$ cat src/rtl/bfa_pkg.sv
// shared constants, codes and control/status structs of the best-fit allocator
// no dependencies; used by bfa_ctrl, bfa_dp and best_fit_allocator_coalescing
package bfa_pkg;

	localparam int FREE_ENTRIES_DEF = 64;
	localparam int USED_ENTRIES_DEF = 256;

	localparam int PADDR_W = 4;
	localparam int PDATA_W = 64;
	localparam logic [PADDR_W-4:0] REG_POOL_SIZE = '0;

	localparam logic [32:0] POOL_RESET = 33'h0_8000_1000;
	localparam logic [32:0] POOL_MAX   = 33'h1_0000_0000;

	localparam logic FUNC_FREE = 1'b1;

	localparam logic [2:0] ST_OK         = 3'd0;
	localparam logic [2:0] ST_NO_FIT     = 3'd1;
	localparam logic [2:0] ST_UNKNOWN    = 3'd2;
	localparam logic [2:0] ST_TABLE_FULL = 3'd3;
	localparam logic [2:0] ST_ZERO_SIZE  = 3'd4;

	localparam logic [3:0] OP_NONE   = 4'd0;
	localparam logic [3:0] OP_INIT   = 4'd1;
	localparam logic [3:0] OP_FIT    = 4'd2;
	localparam logic [3:0] OP_SLOT   = 4'd3;
	localparam logic [3:0] OP_LOOKUP = 4'd4;
	localparam logic [3:0] OP_POS    = 4'd5;
	localparam logic [3:0] OP_COMMIT = 4'd6;
	localparam logic [3:0] OP_DROP   = 4'd7;
	localparam logic [3:0] OP_MERGE  = 4'd8;
	localparam logic [3:0] OP_SHUP   = 4'd9;
	localparam logic [3:0] OP_INSERT = 4'd10;
	localparam logic [3:0] OP_RESULT = 4'd11;

	typedef struct packed {
		logic       load;
		logic       start;
		logic [3:0] op;
		logic [2:0] code;
	} bfa_cmd_t;

	typedef struct packed {
		logic done;
		logic found;
		logic hit;
		logic is_free;
		logic req_zero;
		logic empty;
		logic left;
		logic right;
		logic full;
	} bfa_stat_t;

endpackage

$ cat src/rtl/bfa_ctrl.sv
// sequencing state machine of the best-fit allocator
// depends on bfa_pkg; drives bfa_dp through bfa_cmd_t, reads bfa_stat_t
module bfa_ctrl (
	input  logic              clk,
	input  logic              arst_n,
	input  logic              cfg_we,
	input  logic              in_valid,
	output logic              in_ready,
	output logic              out_valid,
	input  logic              out_ready,
	output bfa_pkg::bfa_cmd_t cmd,
	input  bfa_pkg::bfa_stat_t stat
);
	import bfa_pkg::*;

	localparam logic [4:0] S_IDLE      = 5'd0;
	localparam logic [4:0] S_INIT      = 5'd1;
	localparam logic [4:0] S_DISP      = 5'd2;
	localparam logic [4:0] S_FIT       = 5'd3;
	localparam logic [4:0] S_FIT_CHK   = 5'd4;
	localparam logic [4:0] S_SLOT      = 5'd5;
	localparam logic [4:0] S_SLOT_CHK  = 5'd6;
	localparam logic [4:0] S_COMMIT    = 5'd7;
	localparam logic [4:0] S_DROP      = 5'd8;
	localparam logic [4:0] S_LOOKUP    = 5'd9;
	localparam logic [4:0] S_LOOK_CHK  = 5'd10;
	localparam logic [4:0] S_POS       = 5'd11;
	localparam logic [4:0] S_POS_CHK   = 5'd12;
	localparam logic [4:0] S_MERGE     = 5'd13;
	localparam logic [4:0] S_SHUP      = 5'd14;
	localparam logic [4:0] S_INSERT    = 5'd15;
	localparam logic [4:0] S_FIN       = 5'd16;

	logic [4:0] state_q, state_d;
	logic [2:0] code_q, code_d;
	logic       init_q, start_q, out_valid_q;
	logic [3:0] op;
	logic       res_load;

	assign in_ready  = (state_q == S_IDLE) && !init_q;
	assign out_valid = out_valid_q;
	assign res_load  = (state_q == S_FIN) && (!out_valid_q || out_ready);

	always_comb begin
		state_d = state_q;
		code_d  = code_q;
		op      = OP_NONE;
		unique case (state_q)
			S_IDLE: begin
				if (init_q)
					state_d = S_INIT;
				else if (in_valid)
					state_d = S_DISP;
			end
			S_INIT: begin
				op      = OP_INIT;
				state_d = S_IDLE;
			end
			S_DISP: begin
				if (stat.is_free) begin
					state_d = S_LOOKUP;
				end else if (stat.req_zero) begin
					code_d  = ST_ZERO_SIZE;
					state_d = S_FIN;
				end else begin
					state_d = S_FIT;
				end
			end
			S_FIT: begin
				op = OP_FIT;
				if (stat.done)
					state_d = S_FIT_CHK;
			end
			S_FIT_CHK: begin
				if (stat.found) begin
					state_d = S_SLOT;
				end else begin
					code_d  = ST_NO_FIT;
					state_d = S_FIN;
				end
			end
			S_SLOT: begin
				op = OP_SLOT;
				if (stat.done)
					state_d = S_SLOT_CHK;
			end
			S_SLOT_CHK: begin
				if (stat.hit) begin
					state_d = S_COMMIT;
				end else begin
					code_d  = ST_TABLE_FULL;
					state_d = S_FIN;
				end
			end
			S_COMMIT: begin
				op      = OP_COMMIT;
				code_d  = ST_OK;
				state_d = stat.empty ? S_DROP : S_FIN;
			end
			S_DROP: begin
				op = OP_DROP;
				if (stat.done)
					state_d = S_FIN;
			end
			S_LOOKUP: begin
				op = OP_LOOKUP;
				if (stat.done)
					state_d = S_LOOK_CHK;
			end
			S_LOOK_CHK: begin
				if (stat.hit) begin
					state_d = S_POS;
				end else begin
					code_d  = ST_UNKNOWN;
					state_d = S_FIN;
				end
			end
			S_POS: begin
				op = OP_POS;
				if (stat.done)
					state_d = S_POS_CHK;
			end
			S_POS_CHK: begin
				if (stat.left || stat.right) begin
					state_d = S_MERGE;
				end else if (stat.full) begin
					code_d  = ST_TABLE_FULL;
					state_d = S_FIN;
				end else begin
					state_d = S_SHUP;
				end
			end
			S_MERGE: begin
				op      = OP_MERGE;
				code_d  = ST_OK;
				state_d = (stat.left && stat.right) ? S_DROP : S_FIN;
			end
			S_SHUP: begin
				op = OP_SHUP;
				if (stat.done)
					state_d = S_INSERT;
			end
			S_INSERT: begin
				op      = OP_INSERT;
				code_d  = ST_OK;
				state_d = S_FIN;
			end
			S_FIN: begin
				if (res_load) begin
					op      = OP_RESULT;
					state_d = S_IDLE;
				end
			end
			default: state_d = S_IDLE;
		endcase
	end

	assign cmd.load  = in_valid && in_ready;
	assign cmd.start = start_q;
	assign cmd.op    = op;
	assign cmd.code  = code_q;

	always_ff @(posedge clk or negedge arst_n) begin
		if (!arst_n) begin
			state_q     <= S_IDLE;
			code_q      <= ST_OK;
			init_q      <= 1'b1;
			start_q     <= 1'b0;
			out_valid_q <= 1'b0;
		end else begin
			state_q <= state_d;
			code_q  <= code_d;
			// first cycle of every state restarts the datapath counters
			start_q <= (state_d != state_q);
			if (cfg_we)
				init_q <= 1'b1;
			else if (state_q == S_INIT)
				init_q <= 1'b0;
			if (res_load)
				out_valid_q <= 1'b1;
			else if (out_ready)
				out_valid_q <= 1'b0;
		end
	end

endmodule

$ cat config.mk
export PLATFORM = sky130hd
export DESIGN_NAME = bfa_ctrl
export DESIGN_NICKNAME = d
export VERILOG_FILES = /design/src/rtl/bfa_pkg.sv /design/src/rtl/bfa_ctrl.sv
export SDC_FILE = /design/constraint.sdc
export NUM_CORES = 1
export LEC_CHECK = 0
export BUFFER_PORTS_ARGS = -buffer_cell sky130_fd_sc_hd__buf_2
export CAP_MARGIN = 10
export CORE_ASPECT_RATIO = 0.6
export CORE_UTILIZATION = 45
export CTS_CLUSTER_DIAMETER = 30
export DETAILED_ROUTE_END_ITERATION = 8
export HOLD_SLACK_MARGIN = 0.1
export PLACE_DENSITY = 0.78
export SYNTH_ARGS = -nofsm -noshare
export SYNTH_HDL_FRONTEND = slang
export SYNTH_SLANG_ARGS = --single-unit
$ cat constraint.sdc
create_clock -name clk -period 2.81 [get_ports clk]
set_input_delay 0 -clock clk [delete_from_list [all_inputs] [get_ports clk]]
set_output_delay 0 -clock clk [all_outputs]
set_load 0.02 [all_outputs]
Word level (Yosys, flattened, before mapping):

Cells that the tools add are included.

* equal/unequal tests: 24
* muxes and demuxes: 33
* reduce and logical (&&, ||, !) cells: 14

Operators with widths (number)
* 5-bit 2-to-1 mux: 18
* 5-bit one-hot mux with 16 select lines: 1
* 4-bit one-hot mux with 11 select lines: 1
* 5-bit by 4-bit == test with 1-bit output (second input constant): 8
* 3-bit 2-to-1 mux: 7
* 5-bit by 3-bit == test with 1-bit output (second input constant): 4
* 3-bit one-hot mux with 6 select lines: 1
* 2-bit != test (second input constant): 7
* 5-bit by 2-bit == test with 1-bit output (second input constant): 2
* 8-bit AND reduction: 1
* 6-bit nonzero test: 1
* 5-bit by 1-bit == test with 1-bit output (second input constant): 1
* 5-bit == test (second input constant): 1
* 5-bit zero test: 1
* 5-bit != test: 1
* 1-bit logical AND: 4
* 1-bit 2-to-1 mux: 4
* 4-bit 2-to-1 mux: 1
* 2-bit nonzero test: 2
* 3-bit OR reduction: 1
* 1-bit zero test: 2
* 1-bit logical OR: 2

* bits in registers: 11
* output and inout port bits: 11
* word-level logic and storage cells: 76

Logic depth before layout (Yosys ltp):

Gate-level depths: netlist (run 1).

* word-level depth: 6
* depth in mapped cells: 8
* gate-level depth less buffers: 6

Worst setup path after synthesis (run 1):

No wires, ideal clock.

* path kind: flip-flop to flip-flop
* start: register init_q
* end: register start_q
* library setup time: 138 ps
* arrival time: 2117 ps
* data required time: 2672 ps
* path slack: 554 ps
* stages on the path, launching flop included: 6
* path buffers: 0
* period minus slack after synthesis: 2256 ps
* path through: dfstp_2 > and3b_1 > and2_4 > or4b_4 > xor2_1 > or4_1

* longest elaborated chain between the ends: 3

Ends and longest elaborated chain
* start, declared: line bfa_ctrl.sv:36 `logic init_q, start_q, out_valid_q;`
* start signal, assigned: line bfa_ctrl.sv:167 `init_q <= 1'b1;`
* start signal, assigned: line bfa_ctrl.sv:176 `init_q <= 1'b1;`
* start signal, assigned: line bfa_ctrl.sv:178 `init_q <= 1'b0;`
* 5-bit 2-to-1 mux: line bfa_ctrl.sv:50 `if (init_q)`
* 5-bit one-hot mux with 16 select lines: line bfa_ctrl.sv:48 `unique case (state_q)`
* named net state_d[1]: line bfa_ctrl.sv:34 `logic [4:0] state_q, state_d;`
* 5-bit != test: line bfa_ctrl.sv:174 `start_q <= (state_d != state_q);`
* end signal, assigned: line bfa_ctrl.sv:174
* end, declared: line bfa_ctrl.sv:36

The timed path passes the listed nets, and every way through them passes these cells.
A chain may end at the register's enable or synchronous reset.

Worst setup path in the final report (run 1):

* start: register state_q[2]
* end: register start_q

* longest elaborated chain between the ends: 5

Ends and longest elaborated chain
* start, declared: line bfa_ctrl.sv:34
* start signal, assigned: line bfa_ctrl.sv:171 `state_q <= state_d;`
* 5-bit == test: line bfa_ctrl.sv:42, bfa_ctrl.sv:48
* 1-bit logical AND: line bfa_ctrl.sv:42 `assign res_load = (state_q == S_FIN) && (!out_valid_q || out_ready);`
* 5-bit 2-to-1 mux: line bfa_ctrl.sv:149 `if (res_load) begin`
* 5-bit one-hot mux with 16 select lines (*): line bfa_ctrl.sv:48
* named net state_d[1]: line bfa_ctrl.sv:34
* 5-bit != test (*): line bfa_ctrl.sv:174

The timed path passes the listed nets; every way through them passes the cells marked *.

==> key figures, run 1 <==
Critical path
  – Reg-to-reg slack, setup: 250 ps
  – Crit-path cells: nor2_1 -> and3b_1 -> and2_4 -> or4b_4 -> xor2_1 -> or4_1
  – CP Capture Type: flop
  – Reg2reg start: state_q[2]$_DFF_PN0_
  – Largest delay share family, worst path: simple AND/OR/NAND/NOR gates
  – R2R cell count: 6
  – CP max-delay cell: dfrtp_1
  – Critical Path Source Type: flop
  – Crit Path Max Fanout: 15
  – Max incr delay on CP: 620 ps
  – Worst EP arrival: 2660 ps
  – Worst EP required: 2910 ps
  – Crit Reg-Reg Endpoint: start_q$_DFF_PN0_
  – Crit path buffers/inverters: 0
  – Setup CP Type: flop to flop
  – CP Launch Point: state_q[2]$_DFF_PN0_

Timing
  – Final count of negative-setup-slack endpoints: 0
  – RSZ-0062 raised after global routing: no
  – Worst clock skew: 7.65 ps
  – Rel. slew slack: 0.596
  – Hold Violations, Final: 0
  – Fin crit share: 0.910
  – Slew Viols, Final: 0
  – Final WS setup: 253 ps
  – Setup TNS Final: 0 ps
  – Max Fclk: 391 MHz
  – Worst Tran Pin Value: 590 ps
  – Tmin final: 2560 ps

Power and ir drop
  – Lkg Pwr: 0.632 nW
  – Worst vdd ir: 0.598 mV
  – Total power per unit cell area: 1080 mW/mm2
  – Total power: 1.44 mW

Logic synthesis
  – Yosys top cell by area: dfrtp_1
  – FF+latch count, synth: 11
  – Area contributors post-synth: dfrtp_1 23%, nor2_1 6.2%, nand2_1 4.5%, a21oi_1 3.7%, o21ai_0 2.8%
  – Yosys Warn Count: 0
  – Post-synth top flop: dfrtp_1
  – Post-synth cell types: 51
  – Synthesized area: 0.00109 mm2
  – Most frequent cell after synthesis: nor2_1
  – Sequential fraction of the synthesis area: 0.254
  – Most frequent cells after synthesis: 18 x nor2_1, 13 x nand2_1, 10 x dfrtp_1, 8 x a21oi_1, 6 x o21ai_0
  – Syn avg cell area: 7.66 um2
  – Syn Nets: 156
  – Yosys top cell area share: 0.230
  – Syn Inst Count: 142
  – Number of synthesized flops with an enable pin: 0
  – Synth async-reset ratio: 1.00

Placement
  – Setup WS pre-CTS: 304 ps
  – RD Place Congestion: 0.997
  – Post-DP HPWL: 2610 um
  – Count of input and output buffers: 24

Min path
  – Worst Hold Depth: 3
  – Hold Crit Endpoint: state_q[1]$_DFF_PN0_
  – HP Class: input pin to flop
  – Hold_sp: in_valid

Final layout
  – Share of layout cells above drive strength 1: 0.257
  – Area added between synthesis and finish: 23.1%
  – Utilization after layout: 0.601
  – ANT cells: 0
  – Net count, final: 186

GRT
  – First-pass GRT wire length: 5440 um
  – Initial antenna violation count: 0
  – GRT overflow: 0
  – Largest net degree at the start of global routing: 18
  – Global-route usage over all layers: 0.290
  – Vias in the first global route: 1,074

Die
  – CORE AREA: 0.00223 mm2
  – FP Rows: 13
  – Initial Util: 0.488
  – Die W: 65.5 um
  – Vertical die dimension: 40.1 um
  – Die Area: 0.00262 mm2
  – IO Count: 25

Clock tree
  – Post_cts resized: 0
  – Clock transition at path regs: 50 ps
  – Worst-Skew Late Latency: 240 ps
  – CTS Buf Count: 3
  – Sink Count: 11
  – Max Buffers Root-to-Sink: 2
  – Setup Buffers After CTS: 0
  – Root Buffer: clkbuf_8
  – CTS H-Tree Depth: 1
  – CTS tree: done
  – CTS Hold Buffers Added: 5

Flow run
  – Max-Cap Viols: 0

Detailed routing
  – DR WL/cell: 16.9 um
  – Drt drc: 0
  – Post-DR vias/cell: 6.39
  – Vias post-DR: 1,284
  – First drt pass iteration count: 6
  – Detailed-route wire length: 3390 um
  – DR iter-0 viols: 145
  – Final antenna-violating net count: 0

Status
  – Status: finished clean
==> metal layers <==
layer,vias to the layer above,GRT usage,part of all wire
met5,-,0,0
met4,0,0.0380,0.0029
met3,4,0.0938,0.14
met2,94,0.436,0.42
met1,600,0.412,0.43
li1,586,-,-
==> kinds of logic after synthesis <==
logic type,synth area share
simple gates,0.342
compound gates,0.283
buf+inv,0.0667
flops,0.254
xor+xnor,0.0242
mux,0.0299
==> report_power, final <==
part | internal [mW] | total (mW) | switching [mW]
sequential | 0.228 | 0.334 | 0.106
clock | 0.0997 | 0.160 | 0.0607
combinational | 0.375 | 0.948 | 0.573
total | 0.703 | 1.44 | 0.739
==> layout by cell type, fill, tap and decap left out, types with 3 or more instances in the layout <==
cell type / netlist / routed
a21oi_1: 8 / 8
nor2b_1: 3 / 3
clkbuf_8: 0 / 3
nor3_1: 5 / 5
a32oi_1: 3 / 3
a31oi_1: 3 / 3
o21ai_0: 6 / 6
nand2_1: 13 / 13
dlygate4sd3_1: 0 / 5
buf_2: 4 / 24
nor2_1: 18 / 18
dfrtp_1: 10 / 10
inv_1: 4 / 4
buf_4: 2 / 7
nand2b_1: 4 / 4
nand3_1: 3 / 3
==> worst register-to-register path, stage by stage (launching register included) <==
cell and delay, ps:
dfrtp_1 620, nor2_1 210, and3b_1 230, and2_4 160, or4b_4 520, xor2_1 160
or4_1 510
==> sequential cells by signal, indices dropped and copies added, names as in the netlist <==
signal and count:
code_q 3, init_q 1, state_q 5, start_q 1, out_valid 1
==> final cells by class <==
cell class | instances | area [um2]
inverter | 5 | 18.8
sequential | 11 | 277
timing repair buffer | 36 | 223
clock buffer | 4 | 45.0
fill | 215 | 890
tap | 30 | 37.5
multi-input combinational | 115 | 738
==> through the flow <==
stage / instance area (um2) / instances / hold slack (ps)
2_1_floorplan: 1090 / 142 / -296
3_3_place_gp: 1240 / 192 / -120
3_5_place_dp: 1240 / 192 / -117
4_1_cts: 1340 / 201 / 123
5_1_grt: 1340 / 201 / 128
6_report: 1340 / 201 / 123
==> worst max path at each step <==
stage                        end  slack (ps)  cells past startpoint
6_report       start_q$_DFF_PN0_         250                      6
5_1_grt        start_q$_DFF_PN0_         160                      6
4_1_cts        start_q$_DFF_PN0_         280                      6
3_5_place_dp   start_q$_DFF_PN0_         300                      6
3_3_place_gp   start_q$_DFF_PN0_         380                      6
2_1_floorplan  start_q$_DFF_PN0_         550                      5
Power figures use the tool's default switching activity.
==> run 2, diff against run 1 <==
--- a/config.mk
+++ b/config.mk
@@ -7,10 +7,10 @@
 export LEC_CHECK = 0
 export BUFFER_PORTS_ARGS = -buffer_cell sky130_fd_sc_hd__buf_2
 export CAP_MARGIN = 10
-export CORE_ASPECT_RATIO = 0.6
 export CORE_UTILIZATION = 45
 export CTS_CLUSTER_DIAMETER = 30
 export DETAILED_ROUTE_END_ITERATION = 8
+export GPL_TIMING_DRIVEN = 1
 export HOLD_SLACK_MARGIN = 0.1
 export PLACE_DENSITY = 0.78
 export SYNTH_ARGS = -nofsm -noshare
==> run 2 against run 1 <==
Compared with the run above: critical path type unchanged; flip-flop and latch count did not move; critical path depth rose by 1; power fell by 4.4%; sequential power fell by 1%; first-iteration DRC count fell by 48%.
==> key figures, run 2 (same netlist as run 1, synthesis figures left out) <==
Critical path
  – Setup CP Type: flop to flop
  – CP max-delay cell: dfrtp_1
  – Crit path buffers/inverters: 1
  – Max incr delay on CP: 550 ps
  – Critical Path Source Type: flop
  – Worst EP required: 2950 ps
  – Worst EP arrival: 2730 ps
  – Crit-path cells: buf_4 -> nor2b_1 -> a32o_1 -> or3_4 -> a2111oi_4 -> nand4_1 -> or4_1
  – Largest delay share family, worst path: simple AND/OR/NAND/NOR gates
  – CP Capture Type: flop
  – Crit Path Max Fanout: 12

Clock tree
  – Setup Buffers After CTS: 0
  – CTS H-Tree Depth: 1
  – CTS Hold Buffers Added: 7
  – Max Buffers Root-to-Sink: 2
  – Sink Count: 11
  – CTS tree: done
  – CTS Buf Count: 3
  – Post_cts resized: 0
  – Root Buffer: clkbuf_4
  – Worst-Skew Late Latency: 270 ps
  – Clock transition at path regs: 70 ps

Status
  – Status: finished clean

Power and ir drop
  – Sw frac: 0.528
  – Gate power share: 0.683
  – Clock share of power: 0.078
  – Pint: 0.651 mW
  – Total power per unit cell area: 1040 mW/mm2
  – Lkg Pwr: 0.627 nW
  – P_sw: 0.728 mW
  – Flop pwr share: 0.239
  – Worst vdd ir: 0.682 mV

Die
  – Vertical die dimension: 51.2 um
  – Die W: 51.2 um
  – Initial Util: 0.482
  – FP Rows: 17
  – Die Area: 0.00262 mm2
  – CORE AREA: 0.00225 mm2
  – IO Count: 25

Final layout
  – Top Registers: state_q: 5 flops, code_q: 3 flops
  – Area added between synthesis and finish: 22.3%
  – Share of layout cells above drive strength 1: 0.250
  – Max reg flops: 5
  – Leading cell type in the layout, fill and taps excluded: buf_2
  – Net count, final: 187
  – Largest reg by FF count: state_q
  – ANT cells: 0
  – Most frequent cells in the layout: 24 x buf_2, 18 x nor2_1, 13 x nand2_1, 10 x dfrtp_1, 8 x a21oi_1

GRT
  – GRT overflow: 0
  – Initial antenna violation count: 0
  – Global-route usage over all layers: 0.288
  – Largest net degree at the start of global routing: 15
  – First-pass GRT wire length: 5570 um
  – Vias in the first global route: 1,218

Detailed routing
  – Vias post-DR: 1,269
  – Detailed-route wire length: 3230 um
  – Drt drc: 0
  – DR iter-0 viols: 75
  – First drt pass iteration count: 5
  – Post-DR vias/cell: 6.35
  – DR WL/cell: 16.1 um
  – Final antenna-violating net count: 0

Placement
  – RD Place Congestion: 1.03
  – Post-DP HPWL: 2440 um
  – Count of input and output buffers: 24

Timing
  – Hold slack: 118 ps
  – Worst Tran Pin Value: 656 ps
  – Worst clock skew: 7.80 ps
  – Setup TNS Final: 0 ps
  – Tmin final: 2590 ps
  – RSZ-0062 raised after global routing: no
  – Hold Violations, Final: 0
  – Max Fclk: 386 MHz
  – Final count of negative-setup-slack endpoints: 0
  – Fin crit share: 0.923
  – Slew Viols, Final: 0
  – Rel. slew slack: 0.562

Min path
  – HP Class: input pin to async pin

Flow run
  – Max-Cap Viols: 0
[run 2: cell types whose count changed in the layout (fill, tap and decap cells not counted)]
cell           previous run  this run
clkbuf_8                  3         0
dlygate4sd3_1             5         7
buf_4                     7         6
clkbuf_4                  0         3
[run 2: area by class of cell]
type,count,area (um2)
inverter,5,18.8
sequential,11,277
tap,28,35.0
timing repair buffer,37,235
clock buffer,4,26.3
fill,217,925
multi-input combinational,115,738
[run 2: worst paths after layout]
kind | startpoint | endpoint | slack (ps) | cells after the start
setup / recovery | state_q[3]$_DFF_PN0_ | start_q$_DFF_PN0_ | 220 | 7
hold / removal | arst_n | out_valid$_DFFE_PN0P_ | 120 | 2
setup reg to reg | state_q[3]$_DFF_PN0_ | start_q$_DFF_PN0_ | 220 | 7
min in group clk | stat[5] | state_q[3]$_DFF_PN0_ | 140 | 3
max in group asynchronous | arst_n | init_q$_DFFE_PN1P_ | 2420 | 2
hold reg to reg | code_q[2]$_DFFE_PN0P_ | code_q[2]$_DFFE_PN0P_ | 470 | 1
[run 2: metal layers]
| layer | GRT usage | vias to the layer above | wire (um) |
|---|---|---|---|
| met5 | 0 | - | 0 |
| met4 | 0.148 | 0 | 108 |
| met3 | 0.0804 | 11 | 371 |
| met2 | 0.434 | 100 | 1530 |
| met1 | 0.371 | 571 | 1220 |
| li1 | - | 587 | - |
[run 2: power groups by stage]
stage	Clock, mW	Combinational [mW]	Sequential, mW
floorplan	0	0.687	0.290
global route	0.119	1.03	0.341
detailed placement	0	0.917	0.326
global placement	0	0.906	0.321
finish	0.108	0.942	0.329
CTS	0.112	0.928	0.322
[run 2: metrics by stage]
stage / std cells / utilization / instance area (um2) / setup slack (ps) / total power, mW
2_1_floorplan: 142 / - / 1090 / 554 / 0.978
3_3_place_gp: 189 / 0.547 / 1230 / 290 / 1.23
3_5_place_dp: 189 / 0.547 / 1230 / 284 / 1.24
4_1_cts: 200 / 0.590 / 1330 / 287 / 1.36
5_1_grt: 200 / 0.590 / 1330 / 120 / 1.49
6_report: 200 / 0.590 / 1330 / 217 / 1.38
[run 2: worst reg2reg max path, cell delays in order, from the launching register on]
cell and delay [ps]:
dfrtp_1 550, buf_4 250, nor2b_1 100, a32o_1 220, or3_4 390, a2111oi_4 410, nand4_1 130, or4_1 430
